==> config.mk <==
export PLATFORM = sky130hd
export DESIGN_NAME = fyse_mod_unit
export DESIGN_NICKNAME = d
export VERILOG_FILES = /design/src/hw/rtl/fyse_pkg.sv /design/src/hw/rtl/fyse_mod_unit.sv
export SDC_FILE = /design/constraint.sdc
export NUM_CORES = 1
export LEC_CHECK = 0
export BUFFER_PORTS_ARGS = -buffer_cell sky130_fd_sc_hd__buf_2
export CORE_UTILIZATION = 31
export CTS_CLUSTER_DIAMETER = 40
export DETAILED_ROUTE_END_ITERATION = 7
export HOLD_SLACK_MARGIN = 0.1
export PLACE_DENSITY = 0.55
export RECOVER_POWER = 25
export SYNTH_ARGS = -nofsm -noshare
export SYNTH_HDL_FRONTEND = slang
export SYNTH_SLANG_ARGS = --single-unit
==> constraint.sdc <==
create_clock -name clk -period 49.1 [get_ports clk]
set_input_delay 7.365 -clock clk [delete_from_list [all_inputs] [get_ports clk]]
set_output_delay 7.365 -clock clk [all_outputs]
set_load 0.01 [all_outputs]
==> src/hw/rtl/fyse_pkg.sv <==
// Shared types and constants of the Fisher-Yates shuffle engine.
// Depends on nothing; the engine and the remainder unit use it by scoped names.
`default_nettype none

package fyse_pkg;

	localparam int DEPTH_DEF   = 1024;
	localparam int DATA_W      = 32;
	localparam int RND_W       = 31;
	localparam int IDX_W       = 10;
	localparam int REQ_W       = 2;
	localparam int ARR_LEN_W   = 11;
	localparam int ARR_LEN_RST = 1024;
	localparam int PADDR_W     = 3;

	// Remainder unit: dividend width and quotient bits resolved per cycle.
	localparam int DVD_W    = 32;
	localparam int DIV_BITS = 8;
	localparam int DIV_ITER = DVD_W / DIV_BITS;

	typedef logic [REQ_W-1:0] req_code_t;
	localparam req_code_t REQ_LOAD = 2'd0;
	localparam req_code_t REQ_STEP = 2'd1;
	localparam req_code_t REQ_READ = 2'd2;

	// Register index, taken from bit 2 of the byte address.
	localparam logic REG_ARRAY_LENGTH = 1'b0;

	typedef enum logic [2:0] {
		ST_IDLE,
		ST_DIV,
		ST_READ,
		ST_WRI,
		ST_WRJ,
		ST_DONE
	} state_t;

	typedef struct packed {
		logic [REQ_W-1:0]         req_type;
		logic signed [DATA_W-1:0] load_value;
		logic [RND_W-1:0]         random_word;
		logic [IDX_W-1:0]         read_index;
	} req_t;

	typedef struct packed {
		logic signed [DATA_W-1:0] read_value;
		logic [IDX_W-1:0]         swap_partner;
		logic                     shuffle_done;
		logic                     status;
	} rsp_t;

endpackage

`default_nettype wire

==> src/hw/rtl/fyse_mod_unit.sv <==
// Iterative remainder unit: dividend mod divisor, several quotient bits per cycle.
// Depends on fyse_pkg for the dividend width and the bits resolved per cycle.
`default_nettype none

module fyse_mod_unit #(
	parameter int DW = $clog2(fyse_pkg::DEPTH_DEF + 1)
) (
	input  wire logic                        clk,
	input  wire logic                        arst_n,
	input  wire logic                        start,
	input  wire logic [fyse_pkg::DVD_W-1:0] dividend,
	input  wire logic [DW-1:0]               divisor,
	output logic                             done,
	output logic [DW-1:0]                    remainder
);

	localparam int CNT_W = $clog2(fyse_pkg::DIV_ITER);

	logic [DW-1:0]               rem_q;
	logic [DW-1:0]               dsr_q;
	logic [fyse_pkg::DVD_W-1:0] dvd_q;
	logic [CNT_W-1:0]            cnt_q;
	logic                        busy_q;
	logic                        done_q;
	logic [DW-1:0]               rem_nx;
	logic [fyse_pkg::DVD_W-1:0] dvd_nx;

	always_comb begin
		logic [DW-1:0]               r;
		logic [fyse_pkg::DVD_W-1:0] d;
		logic [DW:0]                 t;
		logic [DW:0]                 diff;
		r = rem_q;
		d = dvd_q;
		for (int k = 0; k < fyse_pkg::DIV_BITS; k++) begin
			t    = {r, d[fyse_pkg::DVD_W-1]};
			d    = {d[fyse_pkg::DVD_W-2:0], 1'b0};
			diff = t - {1'b0, dsr_q};
			if (t >= {1'b0, dsr_q}) begin
				r = diff[DW-1:0];
			end else begin
				r = t[DW-1:0];
			end
		end
		rem_nx = r;
		dvd_nx = d;
	end

	always_ff @(posedge clk or negedge arst_n) begin
		if (!arst_n) begin
			busy_q <= 1'b0;
			done_q <= 1'b0;
			cnt_q  <= '0;
		end else begin
			done_q <= 1'b0;
			if (start) begin
				busy_q <= 1'b1;
				cnt_q  <= '0;
			end else if (busy_q) begin
				cnt_q <= cnt_q + CNT_W'(1);
				if (cnt_q == CNT_W'(fyse_pkg::DIV_ITER - 1)) begin
					busy_q <= 1'b0;
					done_q <= 1'b1;
				end
			end
		end
	end

	always_ff @(posedge clk) begin
		if (start) begin
			rem_q <= '0;
			dsr_q <= divisor;
			dvd_q <= dividend;
		end else if (busy_q) begin
			rem_q <= rem_nx;
			dvd_q <= dvd_nx;
		end
	end

	assign done      = done_q;
	assign remainder = rem_q;

endmodule

`default_nettype wire
=== Yosys cells after proc, flatten, opt, wreduce, memory -nomap -nowiden ===
Cells that the tools add are included.

* Register bits after elaboration: 58
* Output and inout port bits: 12
* Word-level logic and storage cells: 43

* Add/sub/neg operators: 9
* Order comparisons: 8
* Eq/ne operators: 1
* Muxes and demuxes: 18
* Reduce and logical (&&, ||, !) cells: 1

{| class="wikitable"
|+ Operator list
! operator !! count
|-
| $ge A12 B11 Y1 || 8
|-
| $mux W11 || 8
|-
| $sub A11 B11 Y11 || 8
|-
| $mux W32 || 2
|-
| $mux W1 || 6
|-
| $mux W2 || 2
|-
| $add A2 B1 Y2 const B || 1
|-
| $eq A2 B2 Y1 const B || 1
|-
| $reduce_bool A2 Y1 || 1
|}

=== Longest topological paths before layout ===
Gate-level depths: netlist (run 1).

* Depth in word-level cells: 16
* Depth in mapped cells: 90
* Gate-level depth less buffers: 83

=== Worst setup path before layout (run 1) ===
Ideal clock, no wire load.

* Kind: reg-to-reg
* From: register dsr_q[0]
* To: register rem_q[0] (netlist: remainder[0])
* Setup time: 0.095 ns
* Arrival time: 18.423 ns
* Required time: 49.005 ns
* Path slack: 30.582 ns
* Cell stages (with the launch flop): 86
* Path buffers: 7
* Clock period less this slack: 18.518 ns
* Cell sequence: edfxtp_1 > ha_1 > fa_1 > nand2b_1 > a211oi_4 > o21a_4 > nor2_2 > o21ai_0 > fa_1 > a21oi_1 > o22a_1 > a211oi_1 > o21a_1 > or3_1 > buf_6 > mux2_2 > ha_1 > a21oi_1 > (+50 left out) > o21ai_0 > a2111o_1 > buf_2 > a221o_1 > ha_1 > nor2b_1 > o21ai_0 > nand2b_1 > nor2b_1 > a211oi_1 > nor2b_1 > o21a_1 > o21a_1 > nor3_1 > o31ai_1 > a21o_2 > or4_1 > o311ai_1

* Longest elaborated chain between the ends: 16
* Elaborated cells between the ends (all ways): 24

{| class="wikitable"
|+ RTL lines
! element !! RTL line !! text
|-
| from (decl) || fyse_mod_unit.sv:20 || <nowiki>logic [DW-1:0] dsr_q;</nowiki>
|-
| from (signal assigned) || fyse_mod_unit.sv:72 || <nowiki>dsr_q <= divisor;</nowiki>
|-
| $sub A11 B11 Y11 / $ge A12 B11 Y1 (equally long branches) || fyse_mod_unit.sv:38, fyse_mod_unit.sv:39 ||
|-
| $mux W11 || fyse_mod_unit.sv:39 || <nowiki>if (t >= {1'b0, dsr_q}) begin</nowiki>
|-
| $sub A11 B11 Y11 / $ge A12 B11 Y1 (equally long branches) || fyse_mod_unit.sv:38, fyse_mod_unit.sv:39 ||
|-
| $mux W11 || fyse_mod_unit.sv:39 ||
|-
| $sub A11 B11 Y11 / $ge A12 B11 Y1 (equally long branches) || fyse_mod_unit.sv:38, fyse_mod_unit.sv:39 ||
|-
| $mux W11 || fyse_mod_unit.sv:39 ||
|-
| $sub A11 B11 Y11 / $ge A12 B11 Y1 (equally long branches) || fyse_mod_unit.sv:38, fyse_mod_unit.sv:39 ||
|-
| $mux W11 || fyse_mod_unit.sv:39 ||
|-
| $sub A11 B11 Y11 / $ge A12 B11 Y1 (equally long branches) || fyse_mod_unit.sv:38, fyse_mod_unit.sv:39 ||
|-
| $mux W11 || fyse_mod_unit.sv:39 ||
|-
| $sub A11 B11 Y11 / $ge A12 B11 Y1 (equally long branches) || fyse_mod_unit.sv:38, fyse_mod_unit.sv:39 ||
|-
| $mux W11 || fyse_mod_unit.sv:39 ||
|-
| $sub A11 B11 Y11 / $ge A12 B11 Y1 (equally long branches) || fyse_mod_unit.sv:38, fyse_mod_unit.sv:39 ||
|-
| $mux W11 || fyse_mod_unit.sv:39 ||
|-
| $ge A12 B11 Y1 || fyse_mod_unit.sv:39 ||
|-
| $mux W11 (*) || fyse_mod_unit.sv:39 ||
|-
| to (signal assigned) || fyse_mod_unit.sv:75 || <nowiki>rem_q <= rem_nx;</nowiki>
|-
| to (decl) || fyse_mod_unit.sv:19 || <nowiki>logic [DW-1:0] rem_q;</nowiki>
|}

Mark *: on every way between the ends. The rest lies on a longest branch, timed or not.
A chain may end at the register's enable or synchronous reset.

=== Worst setup path after layout (run 1) ===
* From: register dsr_q[9]
* To: register rem_q[0] (netlist: remainder[0])

* Longest elaborated chain between the ends: 16
* Elaborated cells between the ends (all ways): 23

{| class="wikitable"
|+ RTL lines
! element !! RTL line
|-
| $sub A11 B11 Y11 / $ge A12 B11 Y1 (equally long branches) || fyse_mod_unit.sv:38, fyse_mod_unit.sv:39
|-
| $mux W11 || fyse_mod_unit.sv:39
|-
| $sub A11 B11 Y11 / $ge A12 B11 Y1 (equally long branches) || fyse_mod_unit.sv:38, fyse_mod_unit.sv:39
|-
| $mux W11 || fyse_mod_unit.sv:39
|-
| $ge A12 B11 Y1 / $sub A11 B11 Y11 (equally long branches) || fyse_mod_unit.sv:39, fyse_mod_unit.sv:38
|-
| $mux W11 || fyse_mod_unit.sv:39
|-
| $sub A11 B11 Y11 / $ge A12 B11 Y1 (equally long branches) || fyse_mod_unit.sv:38, fyse_mod_unit.sv:39
|-
| $mux W11 || fyse_mod_unit.sv:39
|-
| $sub A11 B11 Y11 / $ge A12 B11 Y1 (equally long branches) || fyse_mod_unit.sv:38, fyse_mod_unit.sv:39
|-
| $mux W11 || fyse_mod_unit.sv:39
|-
| $sub A11 B11 Y11 / $ge A12 B11 Y1 (equally long branches) || fyse_mod_unit.sv:38, fyse_mod_unit.sv:39
|-
| $mux W11 || fyse_mod_unit.sv:39
|-
| $sub A11 B11 Y11 / $ge A12 B11 Y1 (equally long branches) || fyse_mod_unit.sv:38, fyse_mod_unit.sv:39
|-
| $mux W11 || fyse_mod_unit.sv:39
|-
| $ge A12 B11 Y1 (*) || fyse_mod_unit.sv:39
|-
| $mux W11 (*) || fyse_mod_unit.sv:39
|}

Marked as above.

==> results of run 1 <==
## through the flow
stage                     std cells  instance area, µm²  setup WS, ns   util  hold slack [ns]
after floorplan                 851                7560         30.58      -            0.490
after global placement         1210                8160         28.75  0.344            0.497
after detailed placement       1210                8160         28.18  0.344            0.503
after CTS                      1226                8440         28.09  0.356            0.511
after global routing           1226                8440         25.92  0.356            0.517
final                          1226                8440         27.81  0.356            0.502
## registers in the layout (all words and copies together) (netlist names)
register   count
remainder     11
cnt_q          2
done           1
dvd_q         32
busy_q         1
dsr_q         11
## cell families after synthesis
logic type                 count (synthesis)
AOI/OAI and AO/OA                        237
xor gates and xnor gates                  55
adders and majority gates                 97
buffers and inverters                     82
DFF                                       58
muxes                                     79
and+or+nand+nor                          243
## routing by layer
metal  vias up  global-route usage
met4         0              0.0389
met2       159               0.305
li1       3295                   -
met1      3194               0.244
met5         -                   0
met3        17              0.0219
## cells in the final DEF, fill, tap and decap left out, types with 7 or more instances in the layout
master	synthesis	final
a21oi_1	44	44
and2_1	15	15
fa_1	8	8
inv_1	61	61
nor3_1	22	22
nand2_1	46	46
nand2b_1	13	13
a21o_1	16	16
mux2i_1	27	27
xnor2_1	36	36
buf_2	5	55
or3_1	7	7
o21bai_1	7	7
clkbuf_16	0	9
nand4_1	14	14
o211ai_1	9	9
xor2_1	19	19
mux2_1	7	7
nor2_1	63	63
nor2b_1	16	16
o21ai_0	49	49
mux2_2	45	45
nand3_1	15	15
o21a_1	19	19
edfxtp_1	43	43
ha_1	89	89
a211oi_1	25	25
dfxtp_1	11	11
## worst max-delay path by stage
stage	startpoint	to	cells after the start
after floorplan	dsr_q[0]	remainder[0]	85
after global placement	dsr_q[0]	remainder[0]	79
after detailed placement	dsr_q[9]	remainder[0]	80
after CTS	dsr_q[9]	remainder[0]	80
after global routing	dsr_q[9]	remainder[2]	80
final	dsr_q[9]	remainder[0]	80
## worst min-delay path, stage by stage (launching register included)
cell and delay [ns]:
dfxtp_1 0.31, nor2_1 0.09, a211oi_1 0.05
## final cells by class
type                            instances  area (µm²)  share of cell area
Sequential cell                        58        1610               0.191
Timing Repair Buffer                   61         309              0.0366
Multi-Input combinational cell        711        5600               0.664
Clock inverter                          6        57.6             0.00682
Inverter                               61         229              0.0271
Tap cell                              319         399              0.0473
Clock buffer                           10         229              0.0271
==> flow_summary.toml, run 1 <==
[outcome]
status = "complete, but fails checks"
violations = "max-capacitance violations, max-slew violations"

[worst_setup_path]
rr_worst_depth = 80
cp_num_buf_inv = 4
endpoint_kind = "flop"
cp_max_fo = 24
cp-start-kind = "flop"
r2r_start = "dsr_q[9]"
cpMaxStageDelayCell = "a2111o_1"
path_class = "flop to flop"
reg2reg_slack_ns = 27.81
cpPeakStageDelay_ns = 0.61
crit_required_ns = 49.29
crit_arrival_ns = 21.49
crit_family = "compound AO/OA/AOI/OAI gates"
r2r-end = "remainder[0]"

[worst_hold_path]
min_from = "remainder[10]"
hp-class = "flop to flop"
min_to = "remainder[10]"
min_path_cells = 2

[final_layout]
drive_above_1_share = 0.164
layout.nets = 1045
antenna_cells = 0
area_growth_pct = 11.6
nFillCells = 2447

[logic_synthesis]
ys_types = 87
ys_warn_count = 0
synth_nets = 994
synth_commonest_cells = "ha_1 (89), nor2_1 (63), inv_1 (61)"
yosysTopAreaCellShare = 0.171
synthTopCellsByArea = "edfxtp_1 (17%), ha_1 (15%), mux2_2 (6.7%)"
synth_compound_area_frac = 0.227
synthMuxAreaShare = 0.113
synth_most_common_cell = "ha_1"
synthAdderAreaFrac = 0.169
synth_xor_area_frac = 0.0637
seq_area_frac_synth = 0.213
synth-seq-cells = 58
yosysTopAreaCell = "edfxtp_1"
synthArstFlopShare = 0.0690
syn-cell-area_mm2 = 0.00756
synth_ff_type = "edfxtp_1"
synth_top_family_by_area = "compound AO/OA/AOI/OAI gates"
syn_inst = 851
yosys.area_share.simple = 0.169
synth_edf_count = 43
syn-mean-instance-area_um2 = 8.88

[floorplanning]
core_area_mm2 = 0.0237
die-area_mm2 = 0.0250
die_h_um = 158
rows = 56
die_x_um = 158
io-pin-count = 58
initial_core_util = 0.319

[detailed_routing]
drtIter0Drc = 395
route.top_layer_used = "met4"
wl_met1_mm = 10.3
dr_wl_met2_mm = 10.2
wl_per_cell_um = 17.8
wl_mm = 21.9
route.met3.wl_mm = 1.09
via_per_inst = 5.44
ant_nets = 0
num_vias = 6665
drc = 0
dr.pass1.iters = 5

[clocking]
cts_made_buffers = 9
clk_latency_ns = 0.32
clockBufferDepth = 2
post_cts_buffers = 0
cts-root-buf = "clkbuf_16"
cts_resized = 0
postCtsHoldBufs = 0
clock-sinks = 58
cts_tree = "yes"
ctsHtreeMaxLevel = 3
clkTransAtPathRegs_ns = 0.06

[placement]
hpwl_mm = 17.2
port_buffers = 57
gp_congestion = 0.958

[flow_run]
maxCapViolCount = 1

[sta]
finalCriticalPeriod_ns = 21.29
finalSetupViolations = 0
hold_viol_final = 0
min_period_over_period = 0.434
clock_skew_ns = 0.00839
worstMarginPinSlew_ns = 3.05
max_freq_mhz = 47.0
fin_setup_tns_ns = 0
grt_setup_unrepaired = "no"
maxSlewViolCount = 64
slew_headroom = -1.03

[global_route]
grt_max_degree = 64
grt_overflow = 0
grt_first_pass_wirelength_mm = 34.9
grt_pass1_vias = 6497
antenna_found_initial = 0
track_usage = 0.180
Power of run 1 is left out: the tool's default activity adds up to more than one toggle a clock period on the data nets, which glitch-free logic cannot reach.
==> run 2, diff against run 1 <==
Clock period 49.1 ns to 19.6 ns, I/O delays scaled along.
==> run 2 against run 1 <==
Compared with the run above: the run now ends clean; critical path depth rose by 1; sequential share of layout area fell by 0.69 points; non-clock buffer count grew 26; worst hold slack better by 0.027 ns; utilization up 1.3 points; fmax is 16% higher; worst setup slack lost 27 ns; register-to-register slack worse by 27 ns; global-route usage is 0.59 points higher; critical path type unchanged.
==> flow_summary.toml, run 2 (synthesized netlist as in run 1, its figures left out) <==
[global_route]
antenna_found_initial = 0
grt_first_pass_wirelength_mm = 35.5
grt_overflow = 0
track_usage = 0.186
grt_pass1_vias = 6602
grt_max_degree = 64

[floorplanning]
initial_core_util = 0.319
die-area_mm2 = 0.0250
core_area_mm2 = 0.0237
rows = 56
die_h_um = 158
io-pin-count = 58
die_x_um = 158

[placement]
port_buffers = 57
dpl_cell_area_mm2 = 0.00834
hpwl_mm = 18.2
gp_congestion = 0.904

[detailed_routing]
ant_nets = 0
num_vias = 6744
wl_met1_mm = 10.5
wl_mm = 22.7
route.met3.wl_mm = 1.05
dr_wl_met2_mm = 10.3
route.top_layer_used = "met4"
drc = 0
drtIter0Drc = 428
dr.pass1.iters = 5
via_per_inst = 5.39
wl_per_cell_um = 18.2

[final_layout]
drive_above_1_share = 0.210
antenna_cells = 0
largest_register_ffs = 32
largest-register = "dvd_q"
layout.nets = 1071
area_growth_pct = 15.8
final_common_cell = "ha_1"
final_cell_mix = "ha_1 (89), nor2_1 (63), inv_1 (60)"
finalInstanceArea_mm2 = 0.00875

[worst_setup_path]
crit_required_ns = 19.76
crit_arrival_ns = 18.51
path_class = "flop to flop"
cpPeakStageDelay_ns = 0.49
endpoint_kind = "flop"
crit_family = "compound AO/OA/AOI/OAI gates"
cp_num_buf_inv = 4
cp_max_fo = 13
cpMaxStageDelayCell = "fa_1"
cpMostUsedCell = "a21oi_1"
cp-start-kind = "flop"

[sta]
min_period_over_period = 0.936
slew_headroom = 0.504
max_freq_mhz = 54.5
finalSetupViolations = 0
worstMarginPinSlew_ns = 0.744
maxSlewViolCount = 0
hold_viol_final = 0
fin_setup_tns_ns = 0
clock_skew_ns = 0.00644
hold_ws_ns = 0.529
finalCriticalPeriod_ns = 18.35

[clocking]
cts_made_buffers = 9
clk_latency_ns = 0.33
clock-sinks = 58
cts_tree = "yes"
clkTransAtPathRegs_ns = 0.05
cts-root-buf = "clkbuf_16"
postCtsHoldBufs = 0
ctsHtreeMaxLevel = 3
clockBufferDepth = 2

[outcome]
status = "finished, final reports clean"

[worst_hold_path]
hp-class = "flop to flop"

[flow_run]
maxCapViolCount = 0
==> run 2: changes by cell type in the layout (fill, tap and decap cells not counted), sizes merged <==
cell,previous run,this run
buf,58,83
bufinv,1,2
clkbuf,13,14
clkinvlp,2,1
==> run 2: layer usage <==
layer / global-route usage / vias to the layer above
met5: 0 / -
met4: 0.0810 / 0
met3: 0.0257 / 51
met2: 0.302 / 194
met1: 0.245 / 3147
li1: - / 3352
==> run 2: layout make-up <==
class	count	area, µm²
Fill cell	2475	14900
Clock buffer	10	229
Timing Repair Buffer	87	505
Clock inverter	6	81.3
Tap cell	319	399
Multi-Input combinational cell	711	5700
Inverter	61	229
Sequential cell	58	1610
==> run 2: path summary, 6_finish.rpt <==
kind                       depth (start not counted)          start  slack (ns)            end
max                                               81       dsr_q[0]        1.25   remainder[5]
min                                                2  remainder[10]        0.53  remainder[10]
max reg2reg                                       81       dsr_q[0]        1.25   remainder[5]
min reg2reg                                        2  remainder[10]        0.53  remainder[10]
max in group asynchronous                          1         arst_n       16.97         busy_q
min in group asynchronous                          1         arst_n        2.44       cnt_q[0]
==> run 2: what timing repair did <==
item | 4_1_cts | 5_1_grt
resized for setup | 0 | 29
buffers inserted | 0 | 2
setup endpoints to repair | 0 | 11
==> run 2: metrics by stage <==
stage                      util  std cells  worst slack, ns
after floorplan               -        851             1.08
after global placement    0.352       1234            0.595
after detailed placement  0.352       1234            0.303
after CTS                 0.365       1250            0.205
after global routing      0.370       1252         -0.00990
final                     0.370       1252             1.25
==> run 2: worst reg2reg max path, delay by kind of cell (launching register included) <==
family | cells | cell delay (ns)
flip-flops | 1 | 0.43
buffers and inverters | 4 | 0.65
multiplexers | 5 | 1.40
AO/OA/AOI/OAI | 47 | 9.23
adder cells (fa/ha/maj) | 9 | 3.46
AND/OR/NAND/NOR | 16 | 3.04
Power of run 2 is left out for the same reason.
==> run 3, diff against run 2 <==
Settings changed: PLACE_DENSITY 0.55 to not set, PLACE_DENSITY_LB_ADDON set to 0.2.
==> run 3 against run 2 <==
Compared with the run above: cell count about the same; critical path depth down 3; non-clock buffer count up 1; via count about the same; die area unchanged; worst setup slack better by 0.039 ns; worst hold slack better by 0.0066 ns; design area up 0.26%.
==> flow_summary.toml, run 3 (synthesized netlist as in run 1, its figures left out) <==
[final_layout]
finalInstanceArea_mm2 = 0.00877
final_common_cell = "ha_1"
largest-register = "dvd_q"
largest_register_ffs = 32
fin_cells = 1253
antenna_cells = 0
drive_above_1_share = 0.206
final_cell_mix = "ha_1 (89), nor2_1 (63), inv_1 (60)"
layout.nets = 1072
area_growth_pct = 16.1

[worst_setup_path]
cp_num_buf_inv = 0
cpMaxStageDelayCell = "fa_1"
cpMostUsedCell = "o21ai_0"
endpoint_kind = "flop"
crit_family = "compound AO/OA/AOI/OAI gates"
path_class = "flop to flop"
cp-start-kind = "flop"
crit_required_ns = 19.82
cp_max_fo = 12
cpPeakStageDelay_ns = 0.48
crit_arrival_ns = 18.54

[placement]
gp_congestion = 0.889
hpwl_mm = 18.8
port_buffers = 57
place_inst = 1231
dpl_cell_area_mm2 = 0.00833

[sta]
hold_ws_ns = 0.536
maxSlewViolCount = 0
clock_skew_ns = 0.00712
hold_viol_final = 0
slew_headroom = 0.461
finalSetupViolations = 0
worstMarginPinSlew_ns = 0.809
min_period_over_period = 0.934
finalCriticalPeriod_ns = 18.31
fin_setup_tns_ns = 0
max_freq_mhz = 54.6

[global_route]
grt_first_pass_wirelength_mm = 36.0
grt_max_degree = 64
antenna_found_initial = 1
track_usage = 0.191
grt_pass1_vias = 6576
grt_overflow = 0

[detailed_routing]
wl_mm = 23.4
dr_wl_met2_mm = 11.0
route.met3.wl_mm = 1.11
ant_nets = 0
num_vias = 6738
wl_met1_mm = 10.5
via_per_inst = 5.38
drc = 0
route.top_layer_used = "met5"
dr.pass1.iters = 5
drtIter0Drc = 515
wl_per_cell_um = 18.7

[floorplanning]
initial_core_util = 0.319
die-area_mm2 = 0.0250
die_h_um = 158
io-pin-count = 58
core_area_mm2 = 0.0237
die_x_um = 158
rows = 56

[clocking]
cts-root-buf = "clkbuf_16"
clock-sinks = 58
cts_made_buffers = 9
cts_tree = "yes"
clockBufferDepth = 2
clkTransAtPathRegs_ns = 0.05
ctsHtreeMaxLevel = 3
clk_latency_ns = 0.33

[outcome]
status = "finished, final reports clean"

[flow_run]
maxCapViolCount = 0

[worst_hold_path]
hp-class = "flop to flop"
run 3: final timing paths:
check | start | to | slack, ns | depth (start not counted)
max in group asynchronous | arst_n | done | 16.93 | 1
hold / removal | cnt_q[1] | cnt_q[1] | 0.54 | 2
setup reg to reg | dsr_q[0] | remainder[0] | 1.29 | 78
hold reg to reg | cnt_q[1] | cnt_q[1] | 0.54 | 2
min in group asynchronous | arst_n | cnt_q[1] | 2.45 | 1
setup / recovery | dsr_q[0] | remainder[0] | 1.29 | 78
run 3: what timing repair did:
| action | CTS | global route |
|---|---|---|
| setup buffers | 0 | 6 |
| resized for setup | 0 | 21 |
| setup endpoints to repair | 0 | 11 |
| hold buffers | 0 | 0 |
run 3: per-layer routing:
metal	track usage	vias to the layer above
met5	0	-
met2	0.322	196
met3	0.0309	46
met4	0.0719	2
li1	-	3347
met1	0.244	3147
run 3: layout make-up:
class                           instances  area, µm²
Clock buffer                           10        250
Clock inverter                          6       63.8
Fill cell                            2493      14900
Inverter                               61        229
Multi-Input combinational cell        711       5690
Sequential cell                        58       1610
Tap cell                              319        399
Timing Repair Buffer                   88        527
run 3: stage by stage:
| stage | utilization | worst slack (ns) |
|---|---|---|
| 6_report | 0.370 | 1.29 |
| 5_1_grt | 0.370 | -0.0584 |
| 4_1_cts | 0.365 | 0.299 |
| 3_5_place_dp | 0.352 | 0.377 |
| 3_3_place_gp | 0.352 | 0.717 |
| 2_1_floorplan | - | 1.08 |
run 3: worst register-to-register path, delay by kind of cell, from the launching register on:
kind	cells	cell delay, ns
adder cells (fa/ha/maj)	9	3.61
flip-flops	1	0.41
multiplexers	4	0.95
AO/OA/AOI/OAI	47	9.76
AND/OR/NAND/NOR	18	3.48
Power of run 3 is left out for the same reason.
